File: src/hdl/ltp_pkg.sv
// Shared types, widths and defaults for the last-touch predictor.
// No dependencies; used by every other file of the block.
package ltp_pkg;

  localparam int unsigned CMD_W  = 2;
  localparam int unsigned SET_W  = 6;
  localparam int unsigned WAY_W  = 2;
  localparam int unsigned PC_W   = 32;
  localparam int unsigned CNT_W  = 4;
  localparam int unsigned STAT_W = 2;

  localparam int unsigned SET_COUNT_DEF  = 64;
  localparam int unsigned NUM_WAYS_DEF   = 4;
  localparam int unsigned HIST_DEPTH_DEF = 4;

  localparam logic [CNT_W-1:0] LIMIT_RST = 4'd3;

  typedef enum logic [CMD_W-1:0] {
    CMD_START  = 2'd0,
    CMD_APPEND = 2'd1,
    CMD_END    = 2'd2,
    CMD_CHECK  = 2'd3
  } cmd_e;

  typedef enum logic [STAT_W-1:0] {
    STAT_OK       = 2'd0,
    STAT_NO_TRACE = 2'd1,
    STAT_OPEN     = 2'd2,
    STAT_FULL     = 2'd3
  } status_e;

  typedef enum logic [2:0] {
    ST_CLEAR,
    ST_IDLE,
    ST_FRAME,
    ST_RD,
    ST_CMP,
    ST_FIN
  } state_e;

  // result of the shared add / compare unit
  typedef struct packed {
    logic [PC_W-1:0]  sum;
    logic             hit;
    logic             full;
    logic [CNT_W-1:0] cnt_next;
  } alu_out_t;

  function automatic int unsigned addr_w(input int unsigned depth);
    return (depth > 1) ? $clog2(depth) : 1;
  endfunction

endpackage

File: src/hdl/ltp_alu.sv
// Shared arithmetic unit: hash add, history compare, counter saturation.
// Depends on ltp_pkg for widths and the result struct.
module ltp_alu (
  input  logic [ltp_pkg::PC_W-1:0]  add_a_i,
  input  logic [ltp_pkg::PC_W-1:0]  add_b_i,
  input  logic [ltp_pkg::PC_W-1:0]  key_i,
  input  logic [ltp_pkg::PC_W-1:0]  hash_i,
  input  logic [ltp_pkg::CNT_W-1:0] cnt_i,
  input  logic [ltp_pkg::CNT_W-1:0] limit_i,
  output ltp_pkg::alu_out_t         res_o
);

  always_comb begin
    res_o.sum      = add_a_i + add_b_i;
    res_o.hit      = (key_i == hash_i);
    res_o.full     = (cnt_i == limit_i);
    // counters above a lowered limit are left alone
    res_o.cnt_next = (cnt_i < limit_i) ? (cnt_i + 1'b1) : cnt_i;
  end

endmodule

File: config.mk
export PLATFORM = sky130hd
export DESIGN_NAME = ltp_alu
export DESIGN_NICKNAME = d
export VERILOG_FILES = /design/src/hdl/ltp_pkg.sv /design/src/hdl/ltp_alu.sv
export SDC_FILE = /design/constraint.sdc
export NUM_CORES = 1
export LEC_CHECK = 0
export BUFFER_PORTS_ARGS = -buffer_cell sky130_fd_sc_hd__buf_2
export CORE_MARGIN = 5
export CORE_UTILIZATION = 42
export DETAILED_ROUTE_END_ITERATION = 10
export PLACE_DENSITY = 0.9
export SYNTH_ARGS = -nofsm -noshare
export SYNTH_HDL_FRONTEND = slang
export SYNTH_SLANG_ARGS = --single-unit
export TNS_END_PERCENT = 1
File: constraint.sdc
create_clock -name vclk -period 3.8
set_clock_uncertainty 0.05 [all_clocks]
set_input_delay 0.76 -clock vclk [all_inputs]
set_output_delay 0.76 -clock vclk [all_outputs]
set_load 0.05 [all_outputs]
Word level (Yosys, flattened, before mapping)
Cells that the tools add are included.
{"block": "word_totals", "inputBits": 136, "ff_bits": 0, "out_inout_bits": 38}
{"block": "classes", "n_lt_le_gt_ge": 1, "n_mux": 1, "n_eq_ne": 2, "add_sub_neg": 2}
{"op": "$add A32 B32 Y32", "n": 1}
{"op": "$eq A32 B32 Y1", "n": 1}
{"op": "$add A4 B1 Y4 const B", "n": 1}
{"op": "$eq A4 B4 Y1", "n": 1}
{"op": "$lt A4 B4 Y1", "n": 1}
{"op": "$mux W4", "n": 1}

Longest topological paths before layout
Gate-level depths: netlist (run 1).
{"block": "logic_depth", "depth_word": 2, "depth_mapped": 9, "mapped_depth_nobuf": 9}

Least setup slack after synthesis (run 1)
Ideal clock, no wire load.
{"block": "synth_timing", "kind": "input port to output port", "from": "input add_a_i[6] (netlist name)", "to": "output res_o[37] (netlist name)", "t_required_ns": 2.990, "n_path_buf": 0, "path_slack_ns": -0.426, "arrival_ns": 3.416, "path_stages": 8, "cell_sequence": "ha_1 a211oi_2 o211ai_2 a31oi_1 o221ai_1 o22ai_2 nor2_1 a311oi_1"}
{"item": "start: declaration", "line": "ltp_alu.sv:4", "rtl": "input logic [ltp_pkg::PC_W-1:0] add_a_i,"}
{"item": "end: declaration", "line": "ltp_alu.sv:10", "rtl": "output ltp_pkg::alu_out_t res_o"}

==> results of run 1 <==
## where the power goes
part	internal (mW)	leakage (nW)	total, mW	switching, mW
combinational	0.306	1.74	0.893	0.587
sequential	0	0	0	0
clock	0	0	0	0
total	0.306	1.74	0.893	0.587
## layout make-up
class	instances	area, µm²	share of cell area
multi-input cells	286	2280	0.664
repair buffers	192	1040	0.303
well taps	70	87.6	0.0255
inverters	7	26.3	0.00765
## what timing repair did
action                                  in CTS  in global routing
buffers inserted                             0                  2
resized for setup                            4                 25
pin swaps                                    1                 12
endpoints found under the hold margin        0                  0
endpoints found under the setup margin       9                 13
## cell usage in the layout, fill, tap and decap left out, drive strengths merged, types with 3 or more instances in the layout
| cell type | netlist | routed |
|---|---|---|
| buf | 2 | 190 |
| xor2 | 42 | 42 |
| ha | 36 | 36 |
| a21oi | 36 | 36 |
| nand2 | 23 | 23 |
| xnor2 | 22 | 22 |
| o21ai | 19 | 19 |
| nor2 | 17 | 17 |
| a21o | 9 | 9 |
| nor4 | 8 | 8 |
| inv | 7 | 7 |
| nand3 | 7 | 7 |
| nand4 | 7 | 7 |
| a31oi | 6 | 6 |
| o21bai | 5 | 5 |
| o31ai | 5 | 5 |
| nor2b | 4 | 4 |
| a211oi | 4 | 4 |
| o211ai | 4 | 4 |
| o221ai | 3 | 3 |
| nand2b | 3 | 3 |
| a41oi | 3 | 3 |
| nor3 | 3 | 3 |
## critical path: cells and delay by family
family / cells / cell delay, ns
compound gates: 6 / 1.15
fa+ha+maj: 2 / 0.54
buf+inv: 2 / 0.32
xor+xnor: 1 / 0.13
## logic make-up (layout without fill, tap and decap cells)
group                    after synthesis  after routing
XOR/XNOR                              64             64
adder cells (fa/ha/maj)               37             37
AO/OA/AOI/OAI                        106            106
buffers and inverters                 15            199
multiplexers                           1              1
AND/OR/NAND/NOR                       78             78
## per-layer routing
| layer | part of all wire | wire length (µm) | track usage |
|---|---|---|---|
| met3 | 0.079 | 641 | 0.0337 |
| met4 | 0.016 | 128 | 0.0357 |
| met1 | 0.36 | 2890 | 0.221 |
| met5 | 0 | 0 | 0 |
| met2 | 0.55 | 4440 | 0.453 |
## cells in the mapped netlist (2+ instances only)
| library cell | number | area [µm²] |
|---|---|---|
| nand3_1 | 6 | 30.0 |
| o221ai_1 | 3 | 26.3 |
| a31oi_1 | 5 | 31.3 |
| o211ai_1 | 2 | 15.0 |
| nor3_1 | 3 | 15.0 |
| a21oi_2 | 2 | 17.5 |
| xnor2_1 | 22 | 193 |
| ha_1 | 36 | 450 |
| nand2_1 | 23 | 86.3 |
| nand4_1 | 6 | 37.5 |
| nor2b_1 | 4 | 25.0 |
| nand2b_1 | 3 | 18.8 |
| o21ai_1 | 6 | 30.0 |
| nor2_1 | 17 | 63.8 |
| a21o_1 | 9 | 67.6 |
| inv_1 | 7 | 26.3 |
| buf_2 | 2 | 10.0 |
| o21ai_0 | 11 | 55.1 |
| a21oi_1 | 34 | 170 |
| a2bb2oi_1 | 2 | 17.5 |
| and3_1 | 2 | 12.5 |
| o31ai_2 | 2 | 25.0 |
| xor2_1 | 42 | 368 |
| o21a_1 | 2 | 15.0 |
| a211oi_2 | 3 | 37.5 |
| a41oi_1 | 3 | 26.3 |
| o21bai_1 | 4 | 30.0 |
| nor4_1 | 8 | 50.1 |
| o211ai_2 | 2 | 25.0 |
| o31ai_1 | 3 | 22.5 |
| clkbuf_1 | 6 | 22.5 |
## worst max path at each step
| stage | startpoint | endpoint | slack [ns] | depth (start not counted) |
|---|---|---|---|---|
| floorplan | add_a_i[0] | res_o[36] | -0.29 | 9 |
| global placement | add_a_i[0] | res_o[36] | -0.13 | 12 |
| detailed placement | add_a_i[0] | res_o[36] | -0.18 | 12 |
| CTS | add_a_i[0] | res_o[26] | 0.004 | 11 |
| global route | add_b_i[0] | res_o[36] | -0.03 | 12 |
| finish | add_b_i[0] | res_o[26] | 0.08 | 11 |
## metrics by stage
step,power [mW],TNS (ns)
finish,0.893,0
detailed placement,0.859,-0.732
floorplan,0.616,-0.883
global route,0.950,-0.0844
CTS,0.868,0
global placement,0.842,-0.388
==> results.md, run 1 <==
* Grt ovf at 0
* Hold Path Depth at 3
* FILL cells at between 400 and 500
* Max-Slew Margin vs Limit at 0.716
* RSZ-0062 raised after global routing: true
* Simple-Gate Fraction of Synth Area at 0.175
* Syn-to-layout area delta at 52.4%
* Gate Count Post-Synth at 301
* Synthesized cell area at around 2300 µm²
* Row count at 26
* Sequential cells at 0
* Slowest Stage Delay on Critical Path at between 0.3 and 0.4 ns
* Crit-path cells: buf_8, ha_4, fa_2, a211oi_2, o21ai_2, a31oi_4, o31ai_4, a211o_1, a21oi_2, xnor2_1, buf_4
* Synth cell types at 52
* TritonRoute pass-1 iters at 4
* Adder-Cell Fraction of Synth Area at 0.209
* Starting Density at 0.436
* Final count of hold timing violations at 0
* Outcome: finished, final reports clean
* Hold Path Sink: res_o[3]
* Die ar. at 6930 µm²
* Pwr/cell area at approximately 260 nW/µm²
* Design area at 3440 µm²
* Final core occ at 0.664
* Layout clock buffers at 0
* Synth Area per Inst at 7.49 µm²
* DR vias at 3029
* Post-synth net total at 474
* Final setup fails at 0
* Initial antenna violation count at 0
* Setup crit end kind: output pin
* Drt first-iter violations at 134
* Final non-filler cell total at 555
* Part of the Yosys area used for sequential elements at 0
* Placed cells at ~550
* Hold-fix buffers, CTS at 0
* Maximum vdd drop at 0.151 mV
* Setup Crit Path Kind: input pin to output pin
* Number of synthesis warnings at 0
* Min-delay worst type: input pin to output pin
* Post-route setup slack at 0.0778 ns
* Final HPWL DP at 7310 µm
* Port Buffers at around 170
* Routability Congestion at slightly below 1
* Mux cell area share after synthesis at 0.00499
* Die Height at 83.3 µm
* I/O pin total at 174
* Vias in the first global route at 3148
* Combinational family with the most area after synthesis: compound AO/OA/AOI/OAI gates
* CP required at 2.99 ns
* Drt wl/cell at between 10 and 15 µm
* Min Hold Slack at ~1.8 ns
* Minimum clock period after layout at 3.72 ns
* Synth Area in Compound Gates at 0.337
* Crit path max-delay cell type: fa_2
* Vias per cell at 5.46
* Total GRT Usage at 0.216
* Max-cap viol count at 0
* Tcrit/Tclk final at 0.980
* Slew @ Worst Pin at 0.421 ns
* Register area at 0 µm²
* First-pass GRT wire length at 13300 µm
* Placed cell areas at 3310 µm²
* Final slew viol count at 0
* Final ANT Viol Nets at 0
* Largest net degree at the start of global routing at 11
* Ant. Diodes at 0
* Fmax at 269 MHz
* Worst slack, placed at -0.180 ns
* Crit-path max FO at 3
* Die width at roughly 83 µm
* Lkg Pwr at roughly 1.7 nW
* Worst Min Path Start: cnt_i[3]
* Share of post-route cells with drive strength above 1 at 0.462
* CP Launch Type: input pin
* DR DRC count at 0
* Nets at 660
* Core Area at 5170 µm²
* WP data arrival at 2.91 ns
* XOR/XNOR share of the synthesized area at 0.249
* Total wire length at 8100 µm
Power figures use the tool's default switching activity.
==> run 2, diff against run 1 <==
Settings changed: ABC_AREA set to 1, CORE_UTILIZATION 42 to 46, PLACE_DENSITY 0.9 to 0.91.
==> results.md, run 2 <==
* Outcome: finished, final reports clean
* CP Launch Type: input pin
* Minimum clock period after layout at 3.40 ns (-0.323 ns)
* Setup crit end: res_o[34]
* CTS-repair resized insts at 0 (-4)
* Synthesized cell area at 2870 µm² (+27%)
* Worst slack, placed at 0.393 ns (+0.573 ns)
* Vias per cell at 4.84 (-11%)
* Most frequent cells in the layout: nand2_1, buf_2, inv_1
* DR DRC count at 0 (unchanged)
* Placed cell areas at 3840 µm² (+16%)
* Synth Area per Inst at 5.01 µm² (-33%)
* Crit-path max FO at 4 (+1)
* Syn-to-layout area delta at 33.6%
* Total GRT Usage at 0.236 (+0.0200)
* Min-delay worst type: input pin to output pin
* Layout clock buffers at 0 (unchanged)
* Maximum vdd drop at 0.164 mV (+8.5%)
* I/O pin total at 174 (unchanged)
* Final ANT Viol Nets at 0 (unchanged)
* Final HPWL DP at 8820 µm (+21%)
* Port Buffers at 174 (unchanged)
* Hold-fix buffers, CTS at 0 (unchanged)
* WP data arrival at 2.59 ns (-0.32 ns)
* Commonest non-fill, non-tap cell in the layout: nand2_1
* Drt first-iter violations at 202 (+51%)
* Slew @ Worst Pin at 0.312 ns (-0.110 ns)
* Share of the synthesized area in the top cell type at 0.310 (+0.110)
* Row count at 28 (+7.7%)
* Min Hold Slack at 1.85 ns (+0.00313 ns)
* Ant. Diodes at 0 (unchanged)
* Fmax at 294 MHz (+9.5%)
* DR vias at 3985 (+32%)
* Die Height at 89.0 µm (+6.9%)
* Top cell type by total area after synthesis: nand2_1
* Area occupied by multi-input gates at 2420 µm² (+6.1%)
* FILL cells at 567 (+32%)
* Initial antenna violation count at 0 (unchanged)
* Placed cells at 823 (+49%)
* Core Area at 5990 µm² (+16%)
* Final count of hold timing violations at 0 (unchanged)
* Die width at 89.0 µm (+6.9%)
* Post-synth top cells: nand2_1, inv_1, nor2_1, ha_1, nand3_1
* First-pass GRT wire length at 15600 µm (+17%)
* Number of synthesis warnings at 0 (unchanged)
* TritonRoute pass-1 iters at 7 (+3)
* Synth area leaders: nand2_1, inv_1, ha_1
* CP startpoint: add_a_i[0]
* Setup crit end kind: output pin
* Setup TNS at 0 ns (unchanged)
* Metal2 WL at 4860 µm (+9.5%)
* Max-Slew Margin vs Limit at 0.791 (+0.0753)
* Total wire length at 9650 µm (+19%)
* Post-synth net total at 747 (+58%)
* Pwr/cell area at 217 nW/µm² (-16%)
* Vias in the first global route at 3844 (+22%)
* Most frequent cell after synthesis: nand2_1
* Grt ovf at 0 (unchanged)
* Tcrit/Tclk final at 0.894 (-0.0850)
* Part of the Yosys area used for sequential elements at 0 (unchanged)
* Die ar. at 7930 µm² (+14%)
* Routability Congestion at 0.944 (-2.3%)
* Met3 WL post-DR at 790 µm (+23%)
* Sequential cells at 0 (unchanged)
* Drt wl/cell at 11.7 µm (-20%)
* Setup Crit Path Kind: input pin to output pin
* Design area at 3840 µm² (+12%)
* Largest net degree at the start of global routing at 7 (-4)
* Post-route setup slack at 0.401 ns (+0.323 ns)
* RSZ-0062 raised after global routing: false
* Max-cap viol count at 0 (unchanged)
* Final setup fails at 0 (unchanged)
* Starting Density at 0.480 (+0.0438)
* CP required at 2.99 ns (about the same)
* Routed metal-1 wire length at 3680 µm (+27%)
* Nets at 923 (+40%)
* Setup repair bufs after CTS at 0 (unchanged)
* Share of post-route cells with drive strength above 1 at 0.246 (-0.216)
* Final non-filler cell total at 823 (+48%)
* Top Metal Used: met4
* Register area at 0 µm² (unchanged)
* Final slew viol count at 0 (unchanged)
* Lkg Pwr at 2.63 nW (+51%)
* Gate Count Post-Synth at 574 (+91%)
* Synth cell types at 18 (-65%)
==> run 2: changes by cell type after synthesis, sizes merged, moves of 7 or more <==
cell / delta
nand2: +222
inv: +114
nor2: +34
nand3: +24
xor2: -24
o21ai: -19
a21oi: -15
a21o: -8
nor4: -8
xnor2: +7
==> run 2: final cells by class <==
class | count | share of cell area
Tap cell | 75 | 0.0244
Inverter | 121 | 0.118
Multi-Input combinational cell | 453 | 0.630
Timing Repair Buffer | 174 | 0.227
==> run 2: report_power, final <==
| group | leakage, nW | switching [mW] | total, mW | internal [mW] |
|---|---|---|---|---|
| clock network | 0 | 0 | 0 | 0 |
| registers | 0 | 0 | 0 | 0 |
| logic | 2.63 | 0.581 | 0.834 | 0.253 |
| total | 2.63 | 0.581 | 0.834 | 0.253 |
==> run 2: metrics by stage <==
step                      power [mW]   util
after floorplan                0.600      -
after global placement         0.816  0.641
after detailed placement       0.828  0.641
after CTS                      0.830  0.641
after global routing           0.906  0.641
final                          0.834  0.641
==> run 2: per-layer routing <==
metal  vias to the layer above  GRT usage
met3                        31     0.0203
met4                         0     0.0663
met2                       187      0.462
li1                       2080          -
met5                         -          0
met1                      1687      0.269
==> run 2: logic make-up after synthesis <==
kind of cell | Yosys count | synth area share
adders and majority gates | 37 | 0.164
AOI/OAI and AO/OA | 29 | 0.0588
xor gates and xnor gates | 47 | 0.143
and+or+nand+nor | 340 | 0.476
buffers and inverters | 121 | 0.158
==> run 2: worst min path at each step <==
| stage | start | endpoint | slack [ns] | cells past startpoint |
|---|---|---|---|---|
| 2_1_floorplan | cnt_i[2] | res_o[2] | 1.77 | 1 |
| 3_3_place_gp | cnt_i[2] | res_o[2] | 1.86 | 3 |
| 3_5_place_dp | cnt_i[2] | res_o[2] | 1.85 | 3 |
| 4_1_cts | cnt_i[2] | res_o[2] | 1.85 | 3 |
| 5_1_grt | cnt_i[2] | res_o[2] | 1.88 | 3 |
| 6_report | cnt_i[2] | res_o[2] | 1.85 | 3 |
==> run 2: critical path, cell delays in order <==
cell	delay, ns
buf_2	0.10
ha_1	0.23
fa_1	0.47
nand3_1	0.12
nand3_1	0.10
nand2_1	0.09
nand2_2	0.08
nand2_1	0.08
nand2_2	0.07
nand2_1	0.09
nand3_1	0.06
nand2_1	0.06
buf_2	0.25
