**config.mk**
```make
export PLATFORM = sky130hd
export DESIGN_NAME = ltp_ram
export DESIGN_NICKNAME = d
export VERILOG_FILES = /design/src/hdl/ltp_pkg.sv /design/src/hdl/ltp_ram.sv
export SDC_FILE = /design/constraint.sdc
export NUM_CORES = 1
export LEC_CHECK = 0
export BUFFER_PORTS_ARGS = -buffer_cell sky130_fd_sc_hd__buf_2
export CAP_MARGIN = 15
export CORE_MARGIN = 2
export CORE_UTILIZATION = 65
export CTS_BUF_LIST = sky130_fd_sc_hd__clkbuf_16
export CTS_CLUSTER_SIZE = 40
export DETAILED_ROUTE_END_ITERATION = 10
export PLACE_DENSITY = 0.81
export SKIP_LAST_GASP = 1
export SLEW_MARGIN = 20
export SYNTH_ARGS = -nofsm -noshare
export SYNTH_HDL_FRONTEND = slang
export SYNTH_SLANG_ARGS = --single-unit
```
**constraint.sdc**
```tcl
create_clock -name clk_i -period 2.7 [get_ports clk_i]
set_input_delay 0.27 -clock clk_i [delete_from_list [all_inputs] [get_ports clk_i]]
set_output_delay 0.27 -clock clk_i [all_outputs]
set_load 0.03 [all_outputs]
```
**src/hdl/ltp_pkg.sv**
```systemverilog
// Shared types, widths and defaults for the last-touch predictor.
// No dependencies; used by every other file of the block.
package ltp_pkg;

  localparam int unsigned CMD_W  = 2;
  localparam int unsigned SET_W  = 6;
  localparam int unsigned WAY_W  = 2;
  localparam int unsigned PC_W   = 32;
  localparam int unsigned CNT_W  = 4;
  localparam int unsigned STAT_W = 2;

  localparam int unsigned SET_COUNT_DEF  = 64;
  localparam int unsigned NUM_WAYS_DEF   = 4;
  localparam int unsigned HIST_DEPTH_DEF = 4;

  localparam logic [CNT_W-1:0] LIMIT_RST = 4'd3;

  typedef enum logic [CMD_W-1:0] {
    CMD_START  = 2'd0,
    CMD_APPEND = 2'd1,
    CMD_END    = 2'd2,
    CMD_CHECK  = 2'd3
  } cmd_e;

  typedef enum logic [STAT_W-1:0] {
    STAT_OK       = 2'd0,
    STAT_NO_TRACE = 2'd1,
    STAT_OPEN     = 2'd2,
    STAT_FULL     = 2'd3
  } status_e;

  typedef enum logic [2:0] {
    ST_CLEAR,
    ST_IDLE,
    ST_FRAME,
    ST_RD,
    ST_CMP,
    ST_FIN
  } state_e;

  // result of the shared add / compare unit
  typedef struct packed {
    logic [PC_W-1:0]  sum;
    logic             hit;
    logic             full;
    logic [CNT_W-1:0] cnt_next;
  } alu_out_t;

  function automatic int unsigned addr_w(input int unsigned depth);
    return (depth > 1) ? $clog2(depth) : 1;
  endfunction

endpackage

```
**src/hdl/ltp_ram.sv**
```systemverilog
// Generic single-write, single-read RAM with registered read data.
// Depends on ltp_pkg for the address width helper.
module ltp_ram #(
  parameter int unsigned WIDTH = 8,
  parameter int unsigned DEPTH = 16,
  localparam int unsigned AW = ltp_pkg::addr_w(DEPTH)
) (
  input  logic             clk_i,
  input  logic             we_i,
  input  logic [AW-1:0]    waddr_i,
  input  logic [WIDTH-1:0] wdata_i,
  input  logic [AW-1:0]    raddr_i,
  output logic [WIDTH-1:0] rdata_o
);

  logic [WIDTH-1:0] mem_q [DEPTH];

  always_ff @(posedge clk_i) begin
    if (we_i) begin
      mem_q[waddr_i] <= wdata_i;
    end
    rdata_o <= mem_q[raddr_i];
  end

endmodule

```
Word-level counts from Yosys, hierarchy flattened

Memory sizes are Yosys's and may differ from the RTL's. A register that Yosys moved wholly into a read port is not among the register bits.
Index checks and enable logic that the tools add are counted.

Memory bits (writable): 128
Memories: 1
Latch bits: 0
Bits of input ports: 18
Word-level logic and storage cells: 3
Bits in read-only memories: 0
Output and inout bits: 8
Bits in registers: 0

Shift operators: 0
Order comparisons: 0
Multiply operators: 0
$add $sub $neg: 0
Bitwise gates (word level): 0
Mux-type cells: 2
Eq/ne operators: 0
Divide/modulo/power cells: 0
Reductions and logical operators: 0

Memories:

| name  | words | width | rd ports | clocked after Yosys merged registers in | write ports | line          | text |
|---|---|---|---|---|---|---|---|
| mem_q | 16    | 8     | 1        | 1                                       | 1           | ltp_ram.sv:16 | `logic [WIDTH-1:0] mem_q [DEPTH];` |

Operator list:

| operator          | count |
|---|---|
| two-way mux 1 bit | 2 |

Depth between registers and ports, before layout

Gate-level depths: netlist of the first run.

Depth after elaboration: 2
Gate-level depth with buffers: 5
Mapped depth without buffers: 3

Worst setup path after synthesis of the first run

OpenSTA, ideal clock, no wires.

Path type: input to register
Start point: input port waddr_i[2]
End point: memory mem_q[0][0] (enable)
Buffers on the path: 0
Setup slack: 0.937 ns
Arrival: 1.380 ns
Required time: 2.317 ns
Stages on the path: 2
Setup time: 0.383 ns
Path through: or3b_2 > nor3_1

RTL lines:

| element         | line          | text |
|---|---|---|
| start, declared | ltp_ram.sv:10 | `input logic [AW-1:0] waddr_i,` |
| end, declared   | ltp_ram.sv:16 |  |

No word-level cell before the write port.

==> metrics.txt, run 1 <==
sink count of the clock tree 136; crit-path max FO 16; TritonCTS clock tree done; Max Root-Sink Buffers 2; I/O Pins 26; utilization after layout 0.786; run status finished, final reports clean; max-slew violation total from the final report 0; global-route wire length before repair 15,000 µm; Peak Freq 609 MHz; Total Power 5.07 mW; FP Rows 32; Leak Pwr 2.07 nW; post-detailed-route wirelength per cell 25.3 µm; top-count cell post-synth sky130_fd_sc_hd__edfxtp_1; count of distinct cell types in the synthesized netlist 19; Critical path origin raddr_i[0]; number of buffers inserted by hold repair at cts 0; Slew HR 0.399; main combinational cell family by area after synthesis multiplexers; share of Yosys cell area claimed by the top area cell type 0.747; Post-synth ARST share 0; Core Box Area 7690 µm²; initial standard-cell utilization of the core 0.670; Power per Cell Area 839 nW/µm²; data required time of the worst path 2990 ps; number of antenna violations at the first check in global routing 0; classification of the worst-slack hold path input port to flop; end of the worst register-to-register path rdata_o[3]; post-CTS setup repair buffer count 0; adder-cell share of the synthesized area 0; Antenna Diode Count 0; worst hold path startpoint wdata_i[5]; reported max-cap violation count 0; arrival time of data at the critical path endpoint 1930 ps; DR WL met2 5070 µm; compound-cell area share of the yosys netlist 0.0233; latest clock arrival within the worst-skew pair 420 ps; vias in the first global route 2,615; Post-Syn Instances 229; max layer used met4; worst path bufs/invs 2; final setup violation count 0; type of the worst setup path input port to flop; slowest CP cell sky130_fd_sc_hd__mux4_1; Post-Synthesis Mean Instance Area 22.5 µm²; DR pass1 iterations 5; clock tree skew after final layout 9.58 ps; cell types with the largest area share after synthesis sky130_fd_sc_hd__edfxtp_1 75%, sky130_fd_sc_hd__mux4_2 7.9%, sky130_fd_sc_hd__mux4_1 7.1%; kind of launch point of the worst setup path input port; Fin Hold WS 243 ps; R2R cell count 3; transition at the pin with the smallest max-transition slack 898 ps; basic-gate share of the synthesized area counting and, or, nand and nor cells 0.0318; H-tree lvl count 4; total of flip-flops plus latches after synthesis 136; multiplexer share of the synthesized area 0.150; count of buffers from port buffering 25; setup repair after global routing missed its margin no; r2r startpoint mem_q[1][3]; synthesis warning total 0; Seq/Total Area, Yosys 0.778; peak ir drop on the vdd network 678 µV; critical-path cell list buf_2, buf_4, mux4_1, a22oi_1, nand2_1; number of DRC markers after the initial detailed-route iteration 251; Top delay family on crit path buffers and inverters; placed wire-length estimate 6150 µm; time the final worst path needs with I/O delays and setup 1640 ps; Final #Nets 294; via density per instance 6.47; clock buffers created by TritonCTS 17; final weighted congestion in routability-driven placement 0.802; biggest cell delay along the critical path 590 ps; vertical extent of the die 93.0 µm; Post-synth top cells 128 x sky130_fd_sc_hd__edfxtp_1, 18 x sky130_fd_sc_hd__mux4_2, 16 x sky130_fd_sc_hd__a22oi_1, 14 x sky130_fd_sc_hd__mux4_1, 13 x sky130_fd_sc_hd__nor2_1; CTS Root Cell sky130_fd_sc_hd__clkbuf_16; EDFF count, synth 128; number of remaining DRC errors 0; amount of wire on met3 after detailed routing 698 µm; pin count of the biggest net entering global routing 33; global-route usage over all layers 0.256; DIE AREA 8650 µm²; count of vias placed by the detailed router 2,531; Routed WL 9890 µm; hold depth 1; sum of negative setup slack 0 ps; XOR/XNOR share of the synthesized area 0; critical path endpoint category flop; predominant post-synthesis flop cell sky130_fd_sc_hd__edfxtp_1; worst reg-to-reg setup slack 1240 ps; register clock-pin slew on the reported worst setup and hold paths 60 ps; antenna violation net count after detailed routing 0; cell type contributing the most total cell area after synthesis sky130_fd_sc_hd__edfxtp_1; final critical-path share of the clock period 0.609; worst hold path endpoint mem_q[2][5]; number of failing hold endpoints at the final stage 0; post-synth net total 247; layout overhead on the synthesized area 17.5%; wire length the detailed router placed on met1 3900 µm; total grt overflow 0; Post-Syn Area 5150 µm²; ratio of cells with drive above 1 in the final layout 0.294; die boundary width 93.0 µm; Post-CTS Resized 0
routing by layer:
layer,GRT usage,vias to the layer above
li1,-,1074
met1,0.349,1299
met5,0,-
met3,0.0637,20
met2,0.396,138
met4,0.130,0
layout by cell type, fill, tap and decap left out:
cell type                    netlist  final
sky130_fd_sc_hd__and2b_1           1      1
sky130_fd_sc_hd__nor3_1            4      4
sky130_fd_sc_hd__a22oi_1          16     16
sky130_fd_sc_hd__inv_1             0      1
sky130_fd_sc_hd__nand3b_1          2      2
sky130_fd_sc_hd__or3b_2            1      1
sky130_fd_sc_hd__mux4_2           18     18
sky130_fd_sc_hd__dfxtp_1           8      8
sky130_fd_sc_hd__mux4_1           14     14
sky130_fd_sc_hd__and2_1            1      1
sky130_fd_sc_hd__clkinv_2          0      2
sky130_fd_sc_hd__clkbuf_16         0     17
sky130_fd_sc_hd__clkinv_1          0      3
sky130_fd_sc_hd__nand3_1           1      1
sky130_fd_sc_hd__nand2b_1          2      2
sky130_fd_sc_hd__edfxtp_1        128    128
sky130_fd_sc_hd__nor2_1           13     13
sky130_fd_sc_hd__nor2b_1           1      1
sky130_fd_sc_hd__bufinv_16         0      5
sky130_fd_sc_hd__clkinv_4          0      3
sky130_fd_sc_hd__nand2_1           9      9
sky130_fd_sc_hd__buf_4             1     13
sky130_fd_sc_hd__clkinvlp_4        0      1
sky130_fd_sc_hd__buf_2             3     25
sequential cells by signal (all words and copies together) (netlist names):
name,cells
mem_q,128
rdata_o,8
power breakdown:
group	switching [mW]	internal [mW]	leakage [nW]
sequential	0.0134	2.36	1.22
clock	0.833	1.62	0.311
combinational	0.150	0.0899	0.539
layout make-up:
class	count	area, µm²
repair buffers	38	223
multi-input cells	83	1060
flip-flops and latches	136	4000
clock buffers	17	425
fillers	402	1640
well taps	102	128
clock inverters	15	209
metrics by stage:
step / setup slack [ps] / cell area (µm²) / instances
floorplan: 937 / 5150 / 229
global placement: 739 / 5410 / 359
detailed placement: 690 / 5410 / 359
CTS: 1050 / 6050 / 391
global route: 986 / 6050 / 391
finish: 1060 / 6050 / 391
kinds of logic (layout without fill, tap and decap cells):
kind of cell / count (synthesis) / in the layout
DFF: 136 / 136
AOI/OAI and AO/OA: 16 / 16
buffers and inverters: 10 / 70
and+or+nand+nor: 35 / 35
muxes: 32 / 32
how the worst max path moves through the flow:
stage | endpoint | slack [ps] | depth (start not counted)
floorplan | mem_q[0][0] | 940 | 2
global placement | rdata_o[1] | 740 | 5
detailed placement | rdata_o[2] | 690 | 5
CTS | rdata_o[2] | 1050 | 5
global route | rdata_o[2] | 990 | 5
finish | rdata_o[2] | 1060 | 5
No activity file was read; power rests on OpenSTA's default activity.
==> run 2: changes to the inputs <==
ABC_AREA = 1   (was default)
CORE_UTILIZATION = 61   (was 65)
PLACE_DENSITY = 0.76   (was 0.81)
clock period = 1.59 ns   (was 2.7 ns; I/O delays follow)
==> run 2 against run 1 <==
Final cell count is 84% higher. Critical path type is now flop to output pin. Via count is 57% higher. Wire length is 33% higher. Clock-buffer cell count stayed put. Largest cell class unchanged. Largest power group unchanged.
==> metrics.txt, run 2 <==
via density per instance 5.53 (was 6.47); Post-CTS Resized 0 (unchanged); synthesis warning total 0 (unchanged); Post-Synthesis Mean Instance Area 10.5 µm² (was 22.5 µm²); Routed WL 13,200 µm (was 9890 µm); worst path bufs/invs 1 (was 2); predominant post-synthesis flop cell sky130_fd_sc_hd__edfxtp_1 (unchanged); run status finished, final reports clean (unchanged); EDFF count, synth 128 (unchanged); critical path depth in cells 1 (was 5); final critical-path share of the clock period 0.716; hold depth 3 (was 1); setup repair after global routing missed its margin no (unchanged); initial standard-cell utilization of the core 0.627 (was 0.670); max reg flops 128 (unchanged); post-CTS setup repair buffer count 0 (unchanged); cell type contributing the most total cell area after synthesis sky130_fd_sc_hd__edfxtp_1 (unchanged); final weighted congestion in routability-driven placement 0.917 (was 0.802); ratio of cells with drive above 1 in the final layout 0.132 (was 0.294); commonest non-fill, non-tap cell in the layout sky130_fd_sc_hd__nand2_1 (was sky130_fd_sc_hd__edfxtp_1); final cell count without fillers 718 (was 391); pin count of the biggest net entering global routing 33 (unchanged); Total Power 8.76 mW (was 5.07 mW); DIE AREA 10,200 µm² (was 8650 µm²); slowest CP cell sky130_fd_sc_hd__dfxtp_1 (was sky130_fd_sc_hd__mux4_1); Post-Syn Area 5770 µm² (was 5150 µm²); H-tree lvl count 4 (unchanged); Final #Nets 613 (was 294); Post-synth ARST share 0 (unchanged); count of distinct cell types in the synthesized netlist 12 (was 19); number of antenna violations at the first check in global routing 0 (unchanged); data required time of the worst path 1430 ps (was 2990 ps); CTS Root Cell sky130_fd_sc_hd__clkbuf_16 (unchanged); post-place instance area 6060 µm² (was 5410 µm²); number of DRC markers after the initial detailed-route iteration 318 (was 251); Leak Pwr 2.95 nW (was 2.07 nW); latest clock arrival within the worst-skew pair 410 ps (was 420 ps); Placed Instances 687 (was 359); I/O Pins 26 (unchanged); Power per Cell Area 1310 nW/µm² (was 839 nW/µm²); R2R cell count 6 (was 3); antenna violation net count after detailed routing 0 (unchanged); largest registers mem_q x128, rdata_o x8 (unchanged); vertical extent of the die 101 µm (was 93.0 µm); die boundary width 101 µm (was 93.0 µm); critical path endpoint category output pin (was flop); Post-Syn Instances 551 (was 229); Antenna Diode Count 0 (unchanged); kind of launch point of the worst setup path flop (was input port); peak ir drop on the vdd network 1160 µV (was 678 µV); final non-filler cell area 6690 µm² (was 6050 µm²); max-slew violation total from the final report 0 (unchanged); count of buffers from port buffering 25 (unchanged); layout overhead on the synthesized area 16.0% (was 17.5%); count of vias placed by the detailed router 3,968 (was 2,531); crit-path max FO 1 (was 16); Peak Freq 878 MHz; clock tree skew after final layout 5.14 ps (was 9.58 ps); critical-path cell list buf_2 (was buf_2, buf_4, mux4_1, a22oi_1, nand2_1); Top delay family on crit path flip-flops (was buffers and inverters); register clock-pin slew on the reported worst setup and hold paths 60 ps (about the same); Seq/Total Area, Yosys 0.694 (was 0.778); reported max-cap violation count 0 (unchanged); arrival time of data at the critical path endpoint 980 ps (was 1930 ps); clock buffers created by TritonCTS 17 (unchanged); Slew HR 0.584 (was 0.399); top register by number of flip-flops mem_q (unchanged); Max Root-Sink Buffers 2 (unchanged); share of Yosys cell area claimed by the top area cell type 0.667 (was 0.747); global-route wire length before repair 20,700 µm (was 15,000 µm); number of failing hold endpoints at the final stage 0 (unchanged); number of remaining DRC errors 0 (unchanged); global-route usage over all layers 0.280 (was 0.256); type of the worst setup path flop to output pin (was input port to flop); biggest cell delay along the critical path 360 ps (was 590 ps); sink count of the clock tree 136 (unchanged); final setup violation count 0 (unchanged); time the final worst path needs with I/O delays and setup 1140 ps; most used cells in the layout excluding fill and tap cells 173 x sky130_fd_sc_hd__nand2_1, 128 x sky130_fd_sc_hd__edfxtp_1, 100 x sky130_fd_sc_hd__inv_1 (was 128 x sky130_fd_sc_hd__edfxtp_1, 25 x sky130_fd_sc_hd__buf_2, 18 x sky130_fd_sc_hd__mux4_2); total of flip-flops plus latches after synthesis 136 (unchanged); DR pass1 iterations 5 (unchanged); transition at the pin with the smallest max-transition slack 623 ps (was 898 ps); sum of negative setup slack 0 ps (unchanged); post-detailed-route wirelength per cell 18.4 µm (was 25.3 µm); Post-synth top cells 173 x sky130_fd_sc_hd__nand2_1, 128 x sky130_fd_sc_hd__edfxtp_1, 100 x sky130_fd_sc_hd__inv_1, 97 x sky130_fd_sc_hd__nand3_1, 17 x sky130_fd_sc_hd__nor2_1 (was 128 x sky130_fd_sc_hd__edfxtp_1, 18 x sky130_fd_sc_hd__mux4_2, 16 x sky130_fd_sc_hd__a22oi_1, 14 x sky130_fd_sc_hd__mux4_1, 13 x sky130_fd_sc_hd__nor2_1); top-count cell post-synth sky130_fd_sc_hd__nand2_1 (was sky130_fd_sc_hd__edfxtp_1); vias in the first global route 4,039 (was 2,615); placed wire-length estimate 7910 µm (was 6150 µm); total grt overflow 0 (unchanged); post-synth net total 569 (was 247); FP Rows 35 (was 32); classification of the worst-slack hold path input port to flop (unchanged); cell types with the largest area share after synthesis sky130_fd_sc_hd__edfxtp_1 67%, sky130_fd_sc_hd__nand2_1 11%, sky130_fd_sc_hd__nand3_1 8.4% (was sky130_fd_sc_hd__edfxtp_1 75%, sky130_fd_sc_hd__mux4_2 7.9%, sky130_fd_sc_hd__mux4_1 7.1%); number of buffers inserted by hold repair at cts 0 (unchanged); TritonCTS clock tree done (unchanged); Core Box Area 9200 µm² (was 7690 µm²)
run 2: cell families (layout without fill, tap and decap cells):
| logic type | Yosys count | after routing | share of synthesized area |
|---|---|---|---|
| and+or+nand+nor | 289 | 289 | 0.210 |
| DFF | 136 | 136 | 0.694 |
| buffers and inverters | 126 | 182 | 0.0952 |
run 2: final timing paths:
check              start         end  slack (ps)
max           rdata_o[6]  rdata_o[6]         450
min reg2reg  mem_q[6][7]  rdata_o[7]         670
min           raddr_i[3]  rdata_o[0]         130
max reg2reg  mem_q[1][5]  rdata_o[5]         530
run 2: stage by stage:
stage	worst slack (ps)	util	hold slack (ps)
6_report	452	0.727	135
2_1_floorplan	480	-	258
3_3_place_gp	283	0.659	529
5_1_grt	420	0.727	156
4_1_cts	441	0.727	119
3_5_place_dp	235	0.659	547
run 2: per-layer routing:
metal  vias up  track usage  part of all wire
li1       1863            -                 -
met1      1891        0.351              0.39
met2       188        0.485              0.52
met3        26       0.0628             0.072
met4         0       0.0925             0.024
met5         -            0                 0
run 2: area by class of cell:
type | instances | area, µm²
clock buffers | 17 | 425
clock inverters | 14 | 205
fillers | 620 | 2510
inverters | 102 | 383
multi-input cells | 289 | 1210
flip-flops and latches | 136 | 4000
well taps | 111 | 139
repair buffers | 49 | 318
run 2: power by group:
group / internal (mW) / switching (mW)
registers: 4.01 / 0.0298
logic: 0.148 / 0.387
clock network: 2.76 / 1.43
total: 6.91 / 1.84
